$ cat src/hdl/pool_pkg.sv
package pool_pkg;
  localparam int MaxWidth  = 1024;
  localparam int MaxStride = 8;
  localparam int SampleBits = 16;
  localparam int MaxChannels = 1024;
  localparam int ColBits = $clog2(MaxWidth);
  localparam int AccBits = 28;

  localparam logic [2:0] CfgWidth   = 3'd0;
  localparam logic [2:0] CfgHeight  = 3'd1;
  localparam logic [2:0] CfgStrideX = 3'd2;
  localparam logic [2:0] CfgStrideY = 3'd3;
  localparam logic [2:0] CfgChan    = 3'd4;
  localparam logic [2:0] CfgMode    = 3'd5;

  typedef struct packed {
    logic [10:0] w;
    logic [10:0] h;
    logic [3:0]  sx;
    logic [3:0]  sy;
    logic [10:0] ch;
    logic        mode;
  } cfg_t;

  // command from controller to datapath
  typedef struct packed {
    logic              take;      // sample accepted this cycle
    logic              in_win;    // sample lies in a complete window
    logic [ColBits-1:0] wx;       // window column
    logic [2:0]        ox;
    logic [2:0]        oy;
    logic              row_end;   // ox == sx-1
    logic              col_first; // oy == 0
    logic              win_end;   // bottom-right sample
    logic              pl;
    logic              fl;
  } cmd_t;

  typedef struct packed {
    logic busy;  // pipeline holds an item
    logic full;  // output register holds an item
  } sts_t;

  function automatic logic [10:0] clamp11(input logic [10:0] v, input int hi);
    if (v == '0) return 11'd1;
    if (int'(v) > hi) return 11'(hi);
    return v;
  endfunction

  function automatic logic [3:0] clamp4(input logic [3:0] v);
    if (v == '0) return 4'd1;
    if (int'(v) > MaxStride) return 4'(MaxStride);
    return v;
  endfunction
endpackage

$ cat src/hdl/pool_ctrl.sv
module pool_ctrl (
  input  logic              clk_i,
  input  logic              rst_ni,
  input  pool_pkg::cfg_t    cfg_i,
  input  logic              restart_i,
  input  logic              s_valid_i,
  input  pool_pkg::sts_t    sts_i,
  output logic              s_ready_o,
  output pool_pkg::cmd_t    cmd_o
);
  import pool_pkg::*;

  typedef enum logic [1:0] {
    StRun  = 2'b01,
    StWait = 2'b10
  } state_e;

  state_e state_q, state_d;
  logic [9:0] col_q, col_d, row_q, row_d, chn_q, chn_d;
  logic [2:0] ox_q, ox_d, oy_q, oy_d;
  logic [ColBits-1:0] wx_q, wx_d;
  logic [10:0] w, h, ch, spx, spy;
  logic [3:0] sx, sy;
  logic take;

  always_comb begin
    w  = clamp11(cfg_i.w, MaxWidth);
    h  = clamp11(cfg_i.h, MaxWidth);
    ch = clamp11(cfg_i.ch, MaxChannels);
    sx = clamp4(cfg_i.sx);
    sy = clamp4(cfg_i.sy);
  end

  // span of complete windows, held in registers so the compare path stays short
  logic [10:0] spx_q, spy_q, cx_q, cy_q;
  always_ff @(posedge clk_i or negedge rst_ni) begin
    if (!rst_ni) begin
      spx_q <= '0; spy_q <= '0; cx_q <= '0; cy_q <= '0;
    end else begin
      if (cx_q + 11'(sx) <= w) begin
        cx_q <= cx_q + 11'(sx); spx_q <= cx_q + 11'(sx);
      end
      if (cy_q + 11'(sy) <= h) begin
        cy_q <= cy_q + 11'(sy); spy_q <= cy_q + 11'(sy);
      end
      if (restart_i) begin
        cx_q <= '0; cy_q <= '0; spx_q <= '0; spy_q <= '0;
      end
    end
  end
  assign spx = spx_q;
  assign spy = spy_q;

  // span is final once no further stride fits
  logic span_ok;
  assign span_ok = (cx_q + 11'(sx) > w) && (cy_q + 11'(sy) > h);

  // one item in the pipe at a time
  assign s_ready_o = (state_q == StRun) && !sts_i.full && !restart_i && span_ok;
  assign take = s_valid_i && s_ready_o;

  always_comb begin
    state_d = state_q;
    col_d = col_q; row_d = row_q; chn_d = chn_q;
    ox_d = ox_q; oy_d = oy_q; wx_d = wx_q;
    case (state_q)
      StRun:  if (take) state_d = StWait;
      StWait: if (!sts_i.busy) state_d = StRun;
      default: state_d = StRun;
    endcase
    if (take) begin
      if ({1'b0, ox_q} + 4'd1 >= sx) begin
        ox_d = '0; wx_d = wx_q + 1'b1;
      end else begin
        ox_d = ox_q + 3'd1;
      end
      if ({1'b0, col_q} + 11'd1 >= w) begin
        col_d = '0; ox_d = '0; wx_d = '0;
        if ({1'b0, oy_q} + 4'd1 >= sy) oy_d = '0;
        else oy_d = oy_q + 3'd1;
        if ({1'b0, row_q} + 11'd1 >= h) begin
          row_d = '0; oy_d = '0;
          chn_d = ({1'b0, chn_q} + 11'd1 >= ch) ? '0 : chn_q + 10'd1;
        end else begin
          row_d = row_q + 10'd1;
        end
      end else begin
        col_d = col_q + 10'd1;
      end
    end
    if (restart_i) begin
      col_d = '0; row_d = '0; chn_d = '0; ox_d = '0; oy_d = '0; wx_d = '0;
    end
  end

  always_ff @(posedge clk_i or negedge rst_ni) begin
    if (!rst_ni) begin
      state_q <= StRun;
      col_q <= '0; row_q <= '0; chn_q <= '0;
      ox_q <= '0; oy_q <= '0; wx_q <= '0;
    end else begin
      state_q <= state_d;
      col_q <= col_d; row_q <= row_d; chn_q <= chn_d;
      ox_q <= ox_d; oy_q <= oy_d; wx_q <= wx_d;
    end
  end

  logic pl;
  assign pl = ({1'b0, col_q} == spx - 11'd1) && ({1'b0, row_q} == spy - 11'd1);
  always_comb begin
    cmd_o.take      = take;
    cmd_o.in_win    = ({1'b0, col_q} < spx) && ({1'b0, row_q} < spy);
    cmd_o.wx        = wx_q;
    cmd_o.ox        = ox_q;
    cmd_o.oy        = oy_q;
    cmd_o.row_end   = ({1'b0, ox_q} == sx - 4'd1);
    cmd_o.col_first = (oy_q == '0);
    cmd_o.win_end   = cmd_o.row_end && ({1'b0, oy_q} == sy - 4'd1);
    cmd_o.pl        = pl;
    cmd_o.fl        = pl && ({1'b0, chn_q} == ch - 11'd1);
  end

  assert property (@(posedge clk_i) disable iff (!rst_ni) $onehot(state_q))
    else $error("ctrl state not one-hot");
  assert property (@(posedge clk_i) disable iff (!rst_ni) take |=> !s_ready_o)
    else $error("second item taken while one is in flight");
  assert property (@(posedge clk_i) disable iff (!rst_ni) ox_q < 3'(MaxStride - 1) ||
                   ox_q == 3'(MaxStride - 1))
    else $error("window phase out of range");
endmodule

$ cat config.mk
export PLATFORM = sky130hd
export DESIGN_NAME = pool_ctrl
export DESIGN_NICKNAME = d
export VERILOG_FILES = /design/src/hdl/pool_pkg.sv /design/src/hdl/pool_ctrl.sv
export SDC_FILE = /design/constraint.sdc
export NUM_CORES = 1
export LEC_CHECK = 0
export BUFFER_PORTS_ARGS = -buffer_cell sky130_fd_sc_hd__buf_2
export CAP_MARGIN = 15
export CORE_MARGIN = 2
export CORE_UTILIZATION = 35
export DETAILED_ROUTE_END_ITERATION = 8
export PLACE_DENSITY_LB_ADDON = 0.2
export SYNTH_ARGS = -nofsm -noshare
export SYNTH_HDL_FRONTEND = slang
export SYNTH_SLANG_ARGS = --single-unit
$ cat constraint.sdc
create_clock -name clk_i -period 11.9 [get_ports clk_i]
set_clock_uncertainty 0.1 [all_clocks]
set_input_delay 2.38 -clock clk_i [delete_from_list [all_inputs] [get_ports clk_i]]
set_output_delay 2.38 -clock clk_i [all_outputs]
set_load 0.01 [all_outputs]
==> flow_summary.yaml, run 1 <==
route:
  viasPerCell: 5.41
  initialDrtViolationCount: 309
  avgRoutedWirePerCell_um: 15.9
  first_pass_iters: 5
  vias: 6724
  drcViolationCount: 0
  wl_um: 19800
  ant_nets: 0
critical_path:
  critPathKind: "primary input to primary output"
  worstPathMaxFanout: 21
  worst_path_max_delay_cell: "a211oi_1"
  cpPeakStageDelay_ns: 0.66
  crit_path_end_kind: "primary output"
  cpMostUsedCell: "nor2_1"
  worstPathRequired_ns: 9.42
  critPathArrivalTime_ns: 6.71
  start_kind: "primary input"
  reg2reg_depth: 17
  cp_cell_sequence: "buf_2 -> nor2_1 -> nor2_1 -> nor2_1 -> ha_1 -> inv_1 -> fa_1 -> nor2b_1 -> o21ai_0 -> a211oi_1 -> nand3_1 -> nor3_1 -> xor2_1 -> ha_1 -> nand4_1 -> nor3_1 -> a21oi_1 -> a31oi_2 -> buf_4 -> and3_1 -> and2_1 -> buf_2"
yosys:
  async_flop_share: 1.00
  syn_nets: 1070
  ys_types: 63
  synthesis.area_um2: 7320
  synth_warnings: 0
  avgSynthCellArea_um2: 7.98
  synth_edf_count: 0
  ys_ff_latch: 70
  synthFlopType: "dfrtp_1"
  synth_seq_area_share: 0.239
  syn_inst: 917
cells_and_area:
  fin_cells: 1244
  register_area_um2: 1750
  multi_input_area_um2: 5230
  area_delta_synth_final_pct: 12.5
  final_layout_size_suffix_gt1_frac: 0.107
  n_antenna_cell: 0
  finish.instance_area_um2: 8240
  utilization: 0.404
  n_fill_cell: 2132
  final_nets: 1122
timing:
  timing.fmax_ghz: 0.109
  slew_viol_final: 0
  max-slew-margin-rel: 0.366
  setup_ws_ns: 2.71
  rsz0062_at_grt: "false"
  finalCritPeriodShare: 0.772
  timing_hold_violations_final: 0
  fin_crit_ns: 9.19
  tns_ns: 0
  tightest_slew_ns: 0.951
  setup_viol: 0
placed_design:
  dp.cells: 1228
  place_area_um2: 7920
  io_buffers: 70
  dpl.hpwl_um: 15100
  globalplace.congestion: 0.827
  place_ws_ns: 2.67
grt:
  antenna_found_initial: 0
  grt_pass1_wl_um: 32500
  grt_max_degree: 71
  grt_use_total: 0.183
  grt_overflow: 0
  grt_pass1_vias: 6300
floorplanning:
  chipHeight_um: 149
  num_rows: 52
  die_area_um2: 22100
  die_x_um: 149
  start_util: 0.359
  coreArea_um2: 20400
  ioPinCount: 72
min_path:
  holdPathStages: 1
  hold_class: "register to register"
clocking:
  h-tree-depth: 3
  cts.hold.buffers_added: 0
  cts_buffers: 9
  clk_path_buf_depth: 2
  cts_tree: "done"
  worstSkewPairLatency_ns: 0.35
  clk_pin_slew_worst_paths_ns: 0.07
  clock-sinks: 70
  clk_root_buffer_cell: "clkbuf_16"
  postCtsSetupBuffers: 0
  post_cts_resized: 0
flow_run:
  maxCapViolations: 0
power_and_ir_drop:
  max-vdd-ir-drop_v: 0.0000597
  power.leakage_nw: 3.88
  p_per_area_nw_per_um2: 119
outcome:
  status: "completed"
## cell families after synthesis
group                    count (synthesis)  synth area share
AND/OR/NAND/NOR                        322             0.218
AO/OA/AOI/OAI                          238             0.201
adder cells (fa/ha/maj)                105             0.182
XOR/XNOR                                90             0.108
buffers and inverters                   90            0.0496
flip-flops                              70             0.239
multiplexers                             2           0.00274
## synth_stat cells (all sizes together), types with 3 or more instances
master | count | area share
a211oi | 12 | 0.012
a21boi | 3 | 0.0031
a21o | 10 | 0.010
a21oi | 38 | 0.026
a311oi | 3 | 0.0036
a31oi | 10 | 0.0085
a41oi | 3 | 0.0036
and2 | 3 | 0.0026
and3 | 26 | 0.022
and4 | 4 | 0.0048
buf | 9 | 0.0080
clkbuf | 26 | 0.013
clkinv | 3 | 0.0015
dfrtp | 69 | 0.24
ha | 103 | 0.18
inv | 52 | 0.027
nand2 | 93 | 0.048
nand2b | 16 | 0.014
nand3 | 40 | 0.027
nand3b | 3 | 0.0031
nand4 | 15 | 0.013
nor2 | 65 | 0.033
nor2b | 13 | 0.011
nor3 | 15 | 0.010
nor3b | 4 | 0.0041
nor4 | 11 | 0.0094
o211ai | 3 | 0.0031
o21a | 6 | 0.0062
o21ai | 104 | 0.072
o31ai | 20 | 0.021
or2 | 4 | 0.0034
or3 | 4 | 0.0034
or4 | 3 | 0.0031
xnor2 | 59 | 0.071
xor2 | 31 | 0.037
## registers in the layout (all words and copies together) (netlist names)
register  cells
oy_q          3
cy_q         11
col_q        10
chn_q        10
ox_q          3
row_q        10
wx_q         10
state_q       2
cx_q         11
## stage by stage
step | total power [mW] | hold WS [ns]
2_1_floorplan | 0.579 | 0.401
3_3_place_gp | 0.690 | 0.407
3_5_place_dp | 0.693 | 0.431
4_1_cts | 0.989 | 0.440
5_1_grt | 1.06 | 0.467
6_report | 0.979 | 0.431
## worst paths after layout
check | slack (ns) | startpoint | to
setup / recovery | 2.71 | cfg_i[14] | cmd_o[22]
hold / removal | 0.43 | wx_q[8] | wx_q[8]
setup reg to reg | 6.30 | cx_q[0] | row_q[6]
hold reg to reg | 0.43 | wx_q[8] | wx_q[8]
max in group asynchronous | 9.00 | rst_ni | row_q[5]
min in group asynchronous | 2.05 | rst_ni | cy_q[10]
## area by class of cell
| cell class | instances | area share |
|---|---|---|
| sequential | 70 | 0.213 |
| timing repair buffer | 76 | 0.0483 |
| inverter | 55 | 0.0251 |
| clock buffer | 9 | 0.0273 |
| tap | 270 | 0.0410 |
| multi-input combinational | 757 | 0.635 |
| clock inverter | 7 | 0.0105 |
## placed cells by master (no fill, tap or decap), types with 10 or more instances in the layout
master / instances
and3_1: 26
a21oi_1: 38
a211oi_1: 12
nand2b_1: 16
nand3_1: 40
o21ai_0: 102
o31ai_1: 20
nand2_1: 93
nor4_1: 11
xor2_1: 31
nor2_1: 65
nor2b_1: 13
ha_1: 103
buf_2: 69
nor3_1: 15
dfrtp_1: 69
xnor2_1: 59
a21o_1: 10
inv_1: 52
nand4_1: 15
## report_power, final
part | total [mW] | switching (mW) | internal (mW)
Clock | 0.291 | 0.123 | 0.168
Sequential | 0.297 | 0.0397 | 0.258
Combinational | 0.391 | 0.223 | 0.168
Total | 0.979 | 0.386 | 0.593
## critical path: cells and delay by family
| kind | cells | cell delay [ns] |
|---|---|---|
| AOI/OAI and AO/OA | 4 | 1.07 |
| buffers and inverters | 4 | 0.58 |
| and+or+nand+nor | 10 | 1.63 |
| adders and majority gates | 3 | 0.92 |
| xor gates and xnor gates | 1 | 0.12 |
## layer usage
layer	global-route usage	up-vias	wire length (um)
met4	0.0290	0	131
met3	0.0356	11	779
met2	0.304	101	9220
met1	0.251	3196	9710
met5	0	-	0
li1	-	3416	-
Note: power is estimated with default switching activity, not from simulation.
==> inputs of run 2 (changes only) <==
Clock period 11.9 ns to 7.4 ns, I/O delays scaled along.
==> flow_summary.yaml, run 2 (synthesized netlist as in run 1, its figures left out) <==
grt:
  grt_pass1_vias: 6403
  grt_max_degree: 71
  antenna_found_initial: 0
  grt_use_total: 0.188
  grt_overflow: 0
  grt_pass1_wl_um: 33100
outcome:
  status: "completed"
clocking:
  cts.hold.buffers_added: 0
  clock-sinks: 70
  cts_buffers: 9
  cts_tree: "done"
  clk_root_buffer_cell: "clkbuf_16"
  worstSkewPairLatency_ns: 0.35
  post_cts_resized: 0
  h-tree-depth: 3
  postCtsSetupBuffers: 0
  clk_pin_slew_worst_paths_ns: 0.07
  clk_path_buf_depth: 2
cells_and_area:
  final_nets: 1127
  n_antenna_cell: 0
  finish.instance_area_um2: 8260
  reg_top3: "cx_q (11), cy_q (11)"
  final_common_cell: "ha_1"
  final_layout_size_suffix_gt1_frac: 0.112
  area_delta_synth_final_pct: 12.9
  mostFrequentLayoutCells: "103 x ha_1, 102 x o21ai_0, 93 x nand2_1"
critical_path:
  critPathKind: "primary input to primary output"
  start_kind: "primary input"
  worstPathRequired_ns: 5.82
  worstPathMaxFanout: 4
  crit_path_end_kind: "primary output"
  critPathArrivalTime_ns: 5.49
timing:
  rsz0062_at_grt: "false"
  tns_ns: 0
  hold-worst-slack_ns: 0.422
  timing.fmax_ghz: 0.141
  fin_crit_ns: 7.07
  tightest_slew_ns: 0.971
  slew_viol_final: 0
  finalCritPeriodShare: 0.956
  setup_viol: 0
  max-slew-margin-rel: 0.352
  timing_hold_violations_final: 0
route:
  ant_nets: 0
  drcViolationCount: 0
  initialDrtViolationCount: 280
  wl_um: 20100
  first_pass_iters: 5
  viasPerCell: 5.36
  vias: 6696
  avgRoutedWirePerCell_um: 16.1
placed_design:
  dpl.hpwl_um: 15700
  place_area_um2: 7960
  globalplace.congestion: 0.812
  io_buffers: 70
min_path:
  hold_class: "register to register"
power_and_ir_drop:
  seq_power_share: 0.304
  p_clk_frac: 0.284
  power.leakage_nw: 3.90
  p_sw_frac: 0.408
  max-vdd-ir-drop_v: 0.0000829
  combinationalPowerShare: 0.412
  total_power_mw: 1.57
  p_switching_mw: 0.639
  cell_internal_pwr_mw: 0.927
  p_per_area_nw_per_um2: 190
floorplanning:
  coreArea_um2: 20400
  die_area_um2: 22100
  chipHeight_um: 149
  ioPinCount: 72
  die_x_um: 149
  start_util: 0.359
  num_rows: 52
flow_run:
  maxCapViolations: 0
-- run 2: cell types whose count changed in the layout (fill, tap and decap cells not counted) --
cell / change
inv_8: +2
a211oi_2: +1
buf_4: +5
inv_6: -1
a211oi_1: -1
bufinv_16: -1
-- run 2: cell type report --
class	instances	area, um2
fillers	2102	12100
well taps	270	338
inverters	55	206
clock buffers	9	225
flip-flops and latches	70	1750
repair buffers	81	435
multi-input cells	757	5230
clock inverters	7	70.1
-- run 2: per-layer routing --
metal | wire length (um) | track usage | part of all wire
met2 | 9270 | 0.305 | 0.46
met1 | 9770 | 0.260 | 0.49
met4 | 261 | 0.0376 | 0.013
met3 | 777 | 0.0383 | 0.039
met5 | 0 | 0 | 0
-- run 2: metrics by stage --
| step | worst slack [ns] | utilization | cells |
|---|---|---|---|
| after floorplan | 0.639 | - | 917 |
| after global placement | 0.287 | 0.391 | 1233 |
| after detailed placement | 0.173 | 0.391 | 1233 |
| after CTS | 0.181 | 0.405 | 1249 |
| after global routing | 0.00163 | 0.406 | 1249 |
| final | 0.328 | 0.406 | 1249 |
-- run 2: power groups by stage --
| stage | clock (mW) | sequential (mW) | combinational [mW] |
|---|---|---|---|
| finish | 0.444 | 0.476 | 0.646 |
| CTS | 0.459 | 0.476 | 0.651 |
| global placement | 0 | 0.483 | 0.638 |
| global route | 0.469 | 0.484 | 0.737 |
| detailed placement | 0 | 0.483 | 0.645 |
| floorplan | 0 | 0.462 | 0.470 |
-- run 2: critical path, cell delays in order --
cell	delay, ns
buf_2	0.10
nor2_1	0.09
nor2_1	0.04
nor2_1	0.21
ha_1	0.22
inv_1	0.05
fa_1	0.39
nor2b_1	0.11
o21ai_0	0.13
a211oi_2	0.36
and3_1	0.28
and3_1	0.19
xnor2_1	0.12
ha_1	0.26
nand4_1	0.12
a211oi_1	0.07
a2111oi_0	0.48
nor2_1	0.19
and3_1	0.25
and2_1	0.18
buf_2	0.14
-- run 2: worst paths after layout --
path                                   to  slack (ns)  startpoint  cells after the start
worst min register to register    wx_q[2]        0.42     wx_q[2]                      1
max in group asynchronous         cx_q[3]        5.38      rst_ni                      1
worst max-delay path            cmd_o[22]        0.33   cfg_i[17]                     21
worst min-delay path              wx_q[2]        0.42     wx_q[2]                      1
worst max register to register   row_q[3]        2.26     cx_q[0]                     18
min in group asynchronous        cy_q[10]        1.18      rst_ni                      1
==> inputs of run 3 (changes only) <==
Settings changed: ABC_AREA set to 1.
==> flow_summary.yaml, run 3 <==
clocking:
  clk_pin_slew_worst_paths_ns: 0.06
  worstSkewPairLatency_ns: 0.35
  cts.hold.buffers_added: 0
  clock-sinks: 70
  postCtsSetupBuffers: 0
  clk_root_buffer_cell: "clkbuf_16"
  h-tree-depth: 3
  clk_path_buf_depth: 2
  cts_tree: "done"
  cts_buffers: 9
  post_cts_resized: 0
cells_and_area:
  n_antenna_cell: 0
  multi_input_area_um2: 5210
  register_area_um2: 1750
  final_common_cell: "nand2_1"
  area_delta_synth_final_pct: 12.1
  final_nets: 1315
  n_fill_cell: 2300
  finish.instance_area_um2: 8580
  final_layout_size_suffix_gt1_frac: 0.126
  mostFrequentLayoutCells: "290 x nand2_1, 147 x inv_1, 103 x ha_1"
  reg_top3: "cx_q (11), cy_q (11)"
  fin_cells: 1447
yosys:
  synth_top_family_by_area: "simple AND/OR/NAND/NOR gates"
  netlist.area_leader.share: 0.226
  synth_most_common_cell: "nand2_1"
  synthSimpleGateAreaFrac: 0.306
  synth_edf_count: 0
  synth_area_leaders: "dfrtp_1 23%, ha_1 17%, nand2_1 14%"
  synth_compound_area_frac: 0.126
  muxShareOfSynthArea: 0
  synth_seq_area_share: 0.229
  synthFlopType: "dfrtp_1"
  synthesis.area_um2: 7650
  syn_nets: 1248
  avgSynthCellArea_um2: 6.99
  yosys.area.top_type: "dfrtp_1"
  ys_ff_latch: 70
  synth-xor-area-share: 0.0750
  synth_warnings: 0
  syn_inst: 1095
  synthAdderAreaFrac: 0.174
  async_flop_share: 1.00
  ys_top_cells_by_count: "290 x nand2_1, 147 x inv_1, 103 x ha_1"
  ys_types: 45
floorplanning:
  chipHeight_um: 152
  num_rows: 54
  start_util: 0.354
  coreArea_um2: 21600
  die_x_um: 152
  die_area_um2: 23100
  ioPinCount: 72
min_path:
  holdPathStages: 2
  hold_class: "register to register"
grt:
  grt_overflow: 0
  grt_use_total: 0.173
  grt_pass1_wl_um: 33300
  antenna_found_initial: 0
  grt_max_degree: 71
  grt_pass1_vias: 6850
timing:
  tightest_slew_ns: 0.973
  max-slew-margin-rel: 0.351
  timing.fmax_ghz: 0.147
  slew_viol_final: 0
  fin_crit_ns: 6.82
  finalCritPeriodShare: 0.921
  hold-worst-slack_ns: 0.383
  tns_ns: 0
  setup_viol: 0
  rsz0062_at_grt: "false"
  timing_hold_violations_final: 0
critical_path:
  worst-path-stages: 26
  critPathArrivalTime_ns: 5.24
  start_kind: "primary input"
  worst_path_dominant_cell_family: "simple AND/OR/NAND/NOR gates"
  worstPathMaxFanout: 3
  critPathBufInv: 7
  crit_path_end_kind: "primary output"
  cpPeakStageDelay_ns: 0.38
  cpMostUsedCell: "inv_1"
  reg2reg_depth: 22
  worstPathRequired_ns: 5.82
  critPathKind: "primary input to primary output"
  worst_path_max_delay_cell: "fa_1"
power_and_ir_drop:
  p_clk_frac: 0.270
  cell_internal_pwr_mw: 1.02
  power.leakage_nw: 4.56
  p_sw_frac: 0.427
  max-vdd-ir-drop_v: 0.0000828
  p_switching_mw: 0.760
  p_per_area_nw_per_um2: 207
  total_power_mw: 1.78
  seq_power_share: 0.273
  combinationalPowerShare: 0.457
route:
  avgRoutedWirePerCell_um: 13.4
  vias: 7019
  ant_nets: 0
  viasPerCell: 4.85
  initialDrtViolationCount: 366
  drcViolationCount: 0
  wl_um: 19400
  first_pass_iters: 5
placed_design:
  io_buffers: 70
  place_area_um2: 8250
  dpl.hpwl_um: 15600
  globalplace.congestion: 0.822
  dp.cells: 1431
outcome:
  status: "completed"
flow_run:
  maxCapViolations: 0
[run 3: changes by cell type after synthesis, sizes merged, moves of 24 or more]
cell and delta:
nand3 +35, nor2 +37, and3 -26, inv +97, xnor2 -47, o21ai -24
nand2 +212
[run 3: cell type report]
class / count / area share
sequential: 70 / 0.204
timing repair buffer: 72 / 0.0429
multi-input combinational: 856 / 0.607
clock buffer: 9 / 0.0263
inverter: 153 / 0.0669
clock inverter: 7 / 0.0115
tap: 280 / 0.0408
[run 3: per-layer routing]
layer	vias up	GRT usage	wire (um)
li1	3735	-	-
met1	3180	0.238	9730
met2	82	0.289	8920
met3	22	0.0188	389
met4	0	0.0498	367
met5	-	0	0
[run 3: cells by family (layout without fill, tap and decap cells)]
kind of cell               count (synthesis)  count (layout)
and+or+nand+nor                          531             531
AOI/OAI and AO/OA                        156             156
DFF                                       70              70
adders and majority gates                105             105
xor gates and xnor gates                  64              64
buffers and inverters                    169             241
[run 3: power groups by stage]
| stage | combinational [mW] | sequential (mW) | clock, mW |
|---|---|---|---|
| finish | 0.814 | 0.485 | 0.480 |
| global placement | 0.809 | 0.493 | 0 |
| CTS | 0.821 | 0.486 | 0.491 |
| detailed placement | 0.817 | 0.492 | 0 |
| global route | 0.949 | 0.494 | 0.504 |
| floorplan | 0.612 | 0.475 | 0 |
[run 3: worst paths after layout]
path                       slack [ns]       from   endpoint
setup reg to reg                 3.03    cx_q[0]   row_q[0]
min in group asynchronous        1.19     rst_ni   col_q[2]
setup / recovery                 0.58  cfg_i[13]  cmd_o[22]
hold reg to reg                  0.38   chn_q[9]   chn_q[9]
hold / removal                   0.38   chn_q[9]   chn_q[9]
max in group asynchronous        5.38     rst_ni   cx_q[10]
[run 3: worst reg2reg max path, delay by kind of cell (launching register included)]
family,cells,cell delay [ns]
fa+ha+maj,3,0.90
compound gates,2,0.58
buf+inv,3,0.20
flops,1,0.40
simple gates,13,1.83
xor+xnor,1,0.23
[run 3: stage by stage]
step | setup slack (ns) | utilization
finish | 0.584 | 0.397
global route | 0.112 | 0.397
detailed placement | 0.587 | 0.382
floorplan | 1.30 | -
CTS | 0.573 | 0.397
global placement | 0.654 | 0.382
